$ cat config.mk
export PLATFORM = sky130hd
export DESIGN_NAME = multi_quadrature_encoder_decoder
export DESIGN_NICKNAME = d
export VERILOG_FILES = /design/src/rtl/mqed_pkg.sv /design/src/rtl/multi_quadrature_encoder_decoder.sv /design/src/rtl/mqed_lane.sv /design/src/rtl/mqed_sampler.sv
export VERILOG_INCLUDE_DIRS = /design/src /design/src/rtl
export SDC_FILE = /design/constraint.sdc
export NUM_CORES = 1
export LEC_CHECK = 0
export ABC_CLOCK_PERIOD_IN_PS = 3300
export BUFFER_PORTS_ARGS = -buffer_cell sky130_fd_sc_hd__buf_2
export CAP_MARGIN = 40
export CORE_UTILIZATION = 61
export CTS_CLUSTER_DIAMETER = 120
export DETAILED_ROUTE_END_ITERATION = 8
export PLACE_DENSITY_LB_ADDON = 0.08
export SYNTH_ARGS = -nofsm -noshare
export SYNTH_HDL_FRONTEND = slang
export SYNTH_SLANG_ARGS = --single-unit
$ cat constraint.sdc
create_clock -name i_clk -period 3.3 [get_ports i_clk]
set_clock_uncertainty 0.15 [all_clocks]
set_input_delay 0.165 -clock i_clk [delete_from_list [all_inputs] [get_ports i_clk]]
set_output_delay 0.165 -clock i_clk [all_outputs]
set_load 0.1 [all_outputs]
$ cat src/rtl/multi_quadrature_encoder_decoder_macros.svh
// assertion macros for the multi quadrature encoder decoder
`ifndef MULTI_QUADRATURE_ENCODER_DECODER_MACROS_SVH
`define MULTI_QUADRATURE_ENCODER_DECODER_MACROS_SVH

`ifndef SYNTH
`define MQED_ASSERT(lbl, prop) \
    lbl: assert property (@(posedge i_clk) disable iff (!i_rst_n) prop) \
        else $error("mqed assertion failed");
`define MQED_ASSERT_ALWAYS(lbl, prop) \
    lbl: assert property (@(posedge i_clk) prop) \
        else $error("mqed assertion failed");
`else
`define MQED_ASSERT(lbl, prop)
`define MQED_ASSERT_ALWAYS(lbl, prop)
`endif

`endif

$ cat src/rtl/mqed_pkg.sv
// shared types and constants for the multi quadrature encoder decoder
package mqed_pkg;

    localparam int ENCODER_COUNT  = 5;
    localparam int PIN_BITS       = 5;
    localparam int SEL_W          = 3;
    localparam int DELTA_W        = 8;
    localparam int STEPS_W        = 6;
    localparam int INTERVAL_W     = 8;
    localparam int S_TDATA_W      = 24;
    localparam int M_TDATA_W      = 8;
    localparam logic [INTERVAL_W-1:0] INTERVAL_RESET = 8'd100;

    typedef enum logic [1:0] {
        OP_TICK   = 2'd0,
        OP_READ   = 2'd1,
        OP_SWITCH = 2'd2,
        OP_INIT   = 2'd3
    } t_opcode;

    typedef struct packed {
        logic tick;
        logic init;
        logic consume;
        logic sample;
    } t_lane_ctrl;

endpackage

$ cat src/rtl/multi_quadrature_encoder_decoder.sv
// top level: encoder lanes, switch sampler and result merge register
// a read or switch query shows its result in the cycle after the input beat
// one input beat per cycle while no recompute runs, no config write waits and the output is not stalled
// a config write recomputes tick count modulo interval bit-serially,
// with the input stalled; synchronous active-low reset clears all lanes,
// the tick counter and the output valid flag, interval resets to 100
`include "multi_quadrature_encoder_decoder_macros.svh"

module multi_quadrature_encoder_decoder #(
    parameter int ENCODER_COUNT = mqed_pkg::ENCODER_COUNT
) (
    input  logic                                i_clk,
    input  logic                                i_rst_n,
    input  logic                                i_s_tvalid,
    output logic                                o_s_tready,
    // opcode, phase_a_levels, phase_b_levels, switch_levels, encoder_select
    input  logic [mqed_pkg::S_TDATA_W-1:0]      i_s_tdata,
    output logic                                o_m_tvalid,
    input  logic                                i_m_tready,
    // detent_steps, pressed
    output logic [mqed_pkg::M_TDATA_W-1:0]      o_m_tdata,
    input  logic                                i_cfg_valid,
    output logic                                o_cfg_ready,
    input  logic [mqed_pkg::INTERVAL_W-1:0]     i_cfg_data
);

    localparam int PB = mqed_pkg::PIN_BITS;

    mqed_pkg::t_opcode                      op;
    logic [PB-1:0]                          pin_a;
    logic [PB-1:0]                          pin_b;
    logic [PB-1:0]                          pin_sw;
    logic [mqed_pkg::SEL_W-1:0]             sel;
    logic                                   s_acc;
    logic                                   cfg_acc;
    logic                                   busy;
    logic                                   sample;
    mqed_pkg::t_lane_ctrl                   lane_ctrl [ENCODER_COUNT];
    logic [mqed_pkg::DELTA_W-1:0]           lane_delta [ENCODER_COUNT];
    logic                                   lane_sw [ENCODER_COUNT];
    logic                                   sel_hit;
    logic [mqed_pkg::DELTA_W-1:0]           sel_delta;
    logic                                   sel_sw;
    logic                                   has_result;
    logic                                   r_m_tvalid;
    logic                                   n_m_tvalid;
    logic [mqed_pkg::M_TDATA_W-1:0]         r_m_tdata;
    logic [mqed_pkg::M_TDATA_W-1:0]         n_m_tdata;
    logic [mqed_pkg::STEPS_W-1:0]           steps;
    logic                                   pressed;

    assign op     = mqed_pkg::t_opcode'(i_s_tdata[1:0]);
    assign pin_a  = i_s_tdata[6:2];
    assign pin_b  = i_s_tdata[11:7];
    assign pin_sw = i_s_tdata[16:12];
    assign sel    = i_s_tdata[19:17];

    // a pending config write takes the cycle, no input beat alongside it
    assign o_s_tready  = !busy && !i_cfg_valid && (!r_m_tvalid || i_m_tready);
    assign s_acc       = i_s_tvalid && o_s_tready;
    assign o_cfg_ready = !busy;
    assign cfg_acc     = i_cfg_valid && o_cfg_ready;

    mqed_sampler u_sampler (
        .i_clk      (i_clk),
        .i_rst_n    (i_rst_n),
        .i_tick     (s_acc && (op == mqed_pkg::OP_TICK)),
        .i_cfg_we   (cfg_acc),
        .i_cfg_data (i_cfg_data),
        .o_sample   (sample),
        .o_busy     (busy)
    );

    for (genvar g = 0; g < ENCODER_COUNT; g++) begin : g_lane
        logic a_pin;
        logic b_pin;
        logic sw_pin;

        if (g < PB) begin : g_pin
            assign a_pin  = pin_a[g];
            assign b_pin  = pin_b[g];
            assign sw_pin = pin_sw[g];
        end else begin : g_nopin
            assign a_pin  = 1'b0;
            assign b_pin  = 1'b0;
            assign sw_pin = 1'b0;
        end

        assign lane_ctrl[g].tick    = s_acc && (op == mqed_pkg::OP_TICK);
        assign lane_ctrl[g].init    = s_acc && (op == mqed_pkg::OP_INIT);
        assign lane_ctrl[g].consume = s_acc && (op == mqed_pkg::OP_READ)
                                      && (int'(sel) == g);
        assign lane_ctrl[g].sample  = sample;

        mqed_lane u_lane (
            .i_clk     (i_clk),
            .i_rst_n   (i_rst_n),
            .i_ctrl    (lane_ctrl[g]),
            .i_a       (a_pin),
            .i_b       (b_pin),
            .i_sw      (sw_pin),
            .o_delta   (lane_delta[g]),
            .o_pressed (lane_sw[g])
        );
    end

    // merge: pick the addressed lane
    always_comb begin
        sel_hit   = 1'b0;
        sel_delta = '0;
        sel_sw    = 1'b0;
        for (int i = 0; i < ENCODER_COUNT; i++) begin
            if (int'(sel) == i) begin
                sel_hit   = 1'b1;
                sel_delta = lane_delta[i];
                sel_sw    = lane_sw[i];
            end
        end
    end

    assign has_result = (op == mqed_pkg::OP_READ) || (op == mqed_pkg::OP_SWITCH);
    assign steps      = (sel_hit && (op == mqed_pkg::OP_READ))
                        ? sel_delta[mqed_pkg::DELTA_W-1:2] : '0;
    assign pressed    = sel_hit && (op == mqed_pkg::OP_SWITCH) && sel_sw;

    always_comb begin
        n_m_tvalid = r_m_tvalid;
        n_m_tdata  = r_m_tdata;
        if (s_acc && has_result) begin
            n_m_tvalid = 1'b1;
            n_m_tdata  = {1'b0, pressed, steps};
        end else if (i_m_tready) begin
            n_m_tvalid = 1'b0;
        end
    end

    always_ff @(posedge i_clk) begin
        if (!i_rst_n) begin
            r_m_tvalid <= 1'b0;
        end else begin
            r_m_tvalid <= n_m_tvalid;
        end
    end

    always_ff @(posedge i_clk) begin
        r_m_tdata <= n_m_tdata;
    end

    assign o_m_tvalid = r_m_tvalid;
    assign o_m_tdata  = r_m_tdata;

    `MQED_ASSERT(a_result_follows, (s_acc && has_result) |=> r_m_tvalid)
    `MQED_ASSERT(a_cfg_starts_recompute, cfg_acc |=> (busy && !o_s_tready))
    `MQED_ASSERT(a_steps_only_on_read, (s_acc && (op != mqed_pkg::OP_READ)) |=> (!r_m_tvalid || (r_m_tdata[mqed_pkg::STEPS_W-1:0] == '0)))

endmodule

$ cat src/rtl/mqed_lane.sv
// one encoder lane: gray position tracking, step delta and switch sample
module mqed_lane (
    input  logic                            i_clk,
    input  logic                            i_rst_n,
    input  mqed_pkg::t_lane_ctrl            i_ctrl,
    input  logic                            i_a,
    input  logic                            i_b,
    input  logic                            i_sw,
    output logic [mqed_pkg::DELTA_W-1:0]    o_delta,
    output logic                            o_pressed
);

    logic [1:0]                         r_pos;
    logic [1:0]                         n_pos;
    logic [mqed_pkg::DELTA_W-1:0]       r_delta;
    logic [mqed_pkg::DELTA_W-1:0]       n_delta;
    logic                               r_sw;
    logic                               n_sw;
    logic [1:0]                         pos;
    logic [1:0]                         diff;

    assign pos  = {i_a, i_a ^ i_b};
    assign diff = r_pos - pos;

    always_comb begin
        n_pos   = r_pos;
        n_delta = r_delta;
        n_sw    = r_sw;
        if (i_ctrl.init) begin
            n_pos   = pos;
            n_delta = '0;
        end else if (i_ctrl.tick) begin
            if (diff[0]) begin
                n_pos   = pos;
                n_delta = diff[1] ? r_delta + 1'b1 : r_delta - 1'b1;
            end
            if (i_ctrl.sample) begin
                n_sw = ~i_sw;
            end
        end else if (i_ctrl.consume) begin
            n_delta = {{(mqed_pkg::DELTA_W-2){1'b0}}, r_delta[1:0]};
        end
    end

    always_ff @(posedge i_clk) begin
        if (!i_rst_n) begin
            r_pos   <= '0;
            r_delta <= '0;
            r_sw    <= 1'b0;
        end else begin
            r_pos   <= n_pos;
            r_delta <= n_delta;
            r_sw    <= n_sw;
        end
    end

    assign o_delta   = r_delta;
    assign o_pressed = r_sw;

endmodule

$ cat src/rtl/mqed_sampler.sv
// tick counter, sample interval register and tick-count remainder tracking
module mqed_sampler (
    input  logic                                i_clk,
    input  logic                                i_rst_n,
    input  logic                                i_tick,
    input  logic                                i_cfg_we,
    input  logic [mqed_pkg::INTERVAL_W-1:0]     i_cfg_data,
    output logic                                o_sample,
    output logic                                o_busy
);

    localparam int W = mqed_pkg::INTERVAL_W;

    logic [W-1:0]           r_tc;
    logic [W-1:0]           n_tc;
    logic [W-1:0]           r_interval;
    logic [W-1:0]           n_interval;
    logic [W-1:0]           r_phase;
    logic [W-1:0]           n_phase;
    logic [W-1:0]           r_shift;
    logic [W-1:0]           n_shift;
    logic [$clog2(W)-1:0]   r_cnt;
    logic [$clog2(W)-1:0]   n_cnt;
    logic                   r_busy;
    logic                   n_busy;
    logic [W-1:0]           tc_inc;
    logic [W:0]             phase_inc;
    logic [W:0]             period;
    logic [W:0]             trial;
    logic [W:0]             divisor;

    assign tc_inc    = r_tc + 1'b1;
    assign phase_inc = {1'b0, r_phase} + 1'b1;
    assign period    = {(r_interval == '0), r_interval};
    assign o_sample  = (tc_inc == '0) || (phase_inc == period);
    assign trial     = {r_phase, r_shift[W-1]};
    assign divisor   = {1'b0, r_interval};

    always_comb begin
        n_tc       = r_tc;
        n_interval = r_interval;
        n_phase    = r_phase;
        n_shift    = r_shift;
        n_cnt      = r_cnt;
        n_busy     = r_busy;
        if (i_cfg_we) begin
            n_interval = i_cfg_data;
            n_phase    = '0;
            n_shift    = r_tc;
            n_cnt      = '1;
            n_busy     = 1'b1;
        end else if (r_busy) begin
            // restoring remainder step, one tick-count bit per cycle
            n_phase = (trial >= divisor) ? W'(trial - divisor) : trial[W-1:0];
            n_shift = {r_shift[W-2:0], 1'b0};
            n_cnt   = r_cnt - 1'b1;
            n_busy  = (r_cnt != '0);
        end else if (i_tick) begin
            n_tc    = tc_inc;
            n_phase = o_sample ? '0 : phase_inc[W-1:0];
        end
    end

    always_ff @(posedge i_clk) begin
        if (!i_rst_n) begin
            r_tc       <= '0;
            r_interval <= mqed_pkg::INTERVAL_RESET;
            r_phase    <= '0;
            r_cnt      <= '0;
            r_busy     <= 1'b0;
        end else begin
            r_tc       <= n_tc;
            r_interval <= n_interval;
            r_phase    <= n_phase;
            r_cnt      <= n_cnt;
            r_busy     <= n_busy;
        end
    end

    always_ff @(posedge i_clk) begin
        r_shift <= n_shift;
    end

    assign o_busy = r_busy;

endmodule
==> results by group <==
Yosys
  – Synth Area per Inst: 8.174 µm²
  – Sequential element share of the synthesized area: 0.3143
  – Synth Cell Area: 6784 µm²
  – Post-Synth Simple-Gate Area: 0.2237
  – Post-Synth XOR/XNOR Area: 0.07636
  – Share of the synthesized area in the top cell type: 0.2479
  – Syn Nets: 909
  – Count of cell types in the netlist: between 70 and 80
  – Synth area leaders: dfxtp_1 (25%), ha_1 (7.6%), edfxtp_1 (6.6%), nand2_1 (5.8%), a21oi_1 (4.2%)
  – FFs w/ async S/R, synth: 0
  – Leading area contributor after synthesis: dfxtp_1
  – FF+latch count, synth: 99
  – Adder and majority cell fraction of the synthesized area: 0.07857
  – Mux cell area share after synthesis: 0.04002
  – Largest family of logic cells by synthesized area: simple AND/OR/NAND/NOR gates
  – Ys flop type: dfxtp_1
  – Synthesis Warnings: 0
  – Mapped Cells: 830
  – Post-synth EDFFs: 15
  – Complex-gate fraction of the synthesized area: 0.2173

Clock network
  – Depth of the CTS H-tree: 3
  – Root Driver: clkbuf_8
  – Clk_lat worst skew: 400 ps
  – Clock sink count: 99
  – Cts bufs inserted: 9
  – Reg clk slew, reported paths: roughly 100 ps
  – CTS max path bufs: 2
  – TritonCTS clock tree: yes

Detailed routing
  – First-iteration detailed-routing DRC count: 463
  – Final ANT Viol Nets: 0
  – Final Routed Wirelength: ~17000 µm
  – Via count: 6272
  – First drt pass iteration count: 5
  – WL/cell: 16.18 µm
  – Post-DR vias/cell: 6.054
  – Residual DRC: 0

Flow run
  – Max-cap violations: 0

Floorplan
  – Total core area: 10840 µm²
  – Full die area: 11550 µm²
  – Cell row count: 38
  – Initial Utilization: 0.6258
  – Io pins: 48
  – Chip width: 107.5 µm
  – Die Y: roughly 110 µm

Worst setup path
  – Critical path cell sequence: dlygate4sd3_1 -> buf_2 -> xor2_1 -> ha_1 -> xnor2_1 -> xnor2_1 -> inv_2 -> ha_1 -> o31a_1 -> nor3_1 -> o21ai_0 -> a21o_1 -> a21oi_1 -> a2111o_1 -> nand3_1
  – Critical Path End Type: flop
  – Worst Path Max Fanout: 12
  – WP data arrival: 3320 ps
  – CP max-delay cell: dlygate4sd3_1
  – CP max stage delay: around 540 ps
  – Startpoint types: primary input
  – Kind of critical path: primary input to flop
  – CP required: 3500 ps

Placed design
  – Place WS: between 5 and 6 ps
  – DPL Wire Length: 12140 µm
  – Gpl congestion: about 0.85
  – PortBufs: 42

STA
  – Max transition margin: 0.4930
  – Tmin final: 3123 ps
  – Post-route setup slack: 176.8 ps
  – RSZ-0062 raised after global routing: false
  – TNS Setup: 0 ps
  – Top achievable clock speed: 320.2 MHz
  – Tcrit/Tclk final: 0.9464
  – Final setup viols: 0
  – Worst Tran Pin Value: approximately 750 ps
  – Final hold violations: 0
  – Max-slew violation count: 0

GRT
  – Total GRT Usage: 0.3010
  – Largest net degree at the start of global routing: 31
  – Gr ovfl total: 0
  – First-pass GRT wire length: 27250 µm
  – Initial antenna violation count: 1
  – Number of global-route vias before repair: between 5000 and 6000

Worst hold path
  – Tightest Hold Check Type: primary input to flop

Cells and area
  – P&R area growth vs syn: 12.54%
  – Antenna diodes: 0
  – Share of cells above drive strength 1: 0.1138
  – Reg area: around 2100 µm²
  – Most common cell after layout, fill and taps aside: nand2_1
  – Commonest cells after routing, fill and taps aside: nand2_1 (104), dfxtp_1 (84), nor2_1 (66)
  – Area of the multi-input gates: 4333 µm²
  – Layout fillers: 875
  – Nets: 970

Power
  – Pint: roughly 1.9 mW
  – Sequential Power Share: 0.464
  – Pwr/cell area: 366.6 nW/µm²
  – Comb power frac: 0.252
  – Net Sw Frac: 0.3249
  – Share of total power in the clock network: 0.284
  – Sw Pwr: 0.9093 mW
  – Static Leak: 3.129 nW
  – Worst vdd ir: 345.8 µV

Run status
  – Status: finished, final reports clean
## cell type report
cell class | instances | share of cell area
Tap cell | 140 | 0.02294
Timing Repair Buffer | 93 | 0.08653
Clock inverter | 5 | 0.005572
Inverter | 36 | 0.01819
Sequential cell | 99 | 0.2793
Multi-Input combinational cell | 652 | 0.5675
Clock buffer | 11 | 0.01999
## worst max-delay path: cells and delay by family
kind / cells / cell delay (ps)
compound gates: 5 / 1050
xor+xnor: 3 / 540
fa+ha+maj: 2 / 600
buf+inv: 3 / 850
simple gates: 2 / 130
## worst paths after layout
path | from | to | slack [ps] | cells past startpoint
worst max-delay path | i_s_tdata[5] | g_lane[3].u_lane.o_delta[7] | 180 | 15
worst max register to register | g_lane[0].u_lane.r_pos[0] | g_lane[0].u_lane.o_delta[4] | 200 | 13
worst min-delay path | i_rst_n | o_m_tvalid | 30 | 2
worst min register to register | g_lane[3].u_lane.o_pressed | g_lane[3].u_lane.o_pressed | 330 | 2
## power groups by stage
stage	Clock (mW)	Sequential [mW]	Combinational [mW]
CTS	0.812	1.30	0.667
finish	0.795	1.30	0.706
floorplan	0	1.33	0.482
global route	0.864	1.30	0.778
detailed placement	0	1.32	0.638
global placement	0	1.32	0.609
## synthesized netlist by cell type (4+ instances only)
cell and n:
a211oi_1 5, a21boi_0 14, a21o_1 13, a21oi_1 57
a22oi_1 18, a31oi_1 7, and2_1 15, and3_1 7
buf_2 6, buf_4 6, clkbuf_1 28, dfxtp_1 84
edfxtp_1 15, ha_1 41, inv_1 34, mux2i_1 17
nand2_1 104, nand2b_1 14, nand3_1 25, nand4_1 11
nor2_1 66, nor2b_1 11, nor3_1 17, nor3b_1 8
nor4_1 4, o2111ai_1 4, o211ai_1 10, o21ai_0 43
o31a_1 7, o31ai_1 5, or3_1 11, or4_1 6
xnor2_1 30, xor2_1 22
## per-stage QoR
step           cells  hold slack [ps]  cell area, µm²    util  power [mW]
2_1_floorplan    830            153.2            6784       -       1.809
3_3_place_gp     987            237.3            7106  0.6555       1.932
3_5_place_dp     987            251.6            7106  0.6555       1.963
4_1_cts         1030            12.87            7571  0.6984       2.777
5_1_grt         1036            24.49            7635  0.7043       2.946
6_report        1036            32.05            7635  0.7043       2.799
## state kept, by name, summed over array words and instances, names as in the netlist
register and flops:
g_lane.u_lane.o_delta 40, g_lane.u_lane.r_pos 10, u_sampler.r_interval 8, u_sampler.r_phase 8, u_sampler.r_shift 8, u_sampler.r_tc 8, o_m_tdata 7, g_lane.u_lane.o_pressed 5
u_sampler.r_cnt 3, o_m_tvalid 1, u_sampler.o_busy 1
## kinds of logic (layout without fill, tap and decap cells)
| kind of cell | Yosys count | count (layout) |
|---|---|---|
| and+or+nand+nor | 312 | 312 |
| xor gates and xnor gates | 55 | 55 |
| DFF | 99 | 99 |
| adders and majority gates | 42 | 42 |
| other | 1 | 1 |
| AOI/OAI and AO/OA | 219 | 219 |
| buffers and inverters | 79 | 145 |
| muxes | 23 | 23 |
## what timing repair did
| item | 4_1_cts | 5_1_grt |
|---|---|---|
| gates resized for setup | 0 | 4 |
| buffers inserted | 0 | 6 |
| endpoints found under the hold margin | 24 | 0 |
| endpoints found under the setup margin | 0 | 7 |
| hold buffers | 27 | 0 |
## per-layer routing
metal | share of wire | GRT usage
met1 | 0.42 | 0.3506
met2 | 0.50 | 0.5355
met3 | 0.051 | 0.07264
met4 | 0.023 | 0.1067
met5 | 0.00054 | 0
No activity file was read; power rests on OpenSTA's default activity.
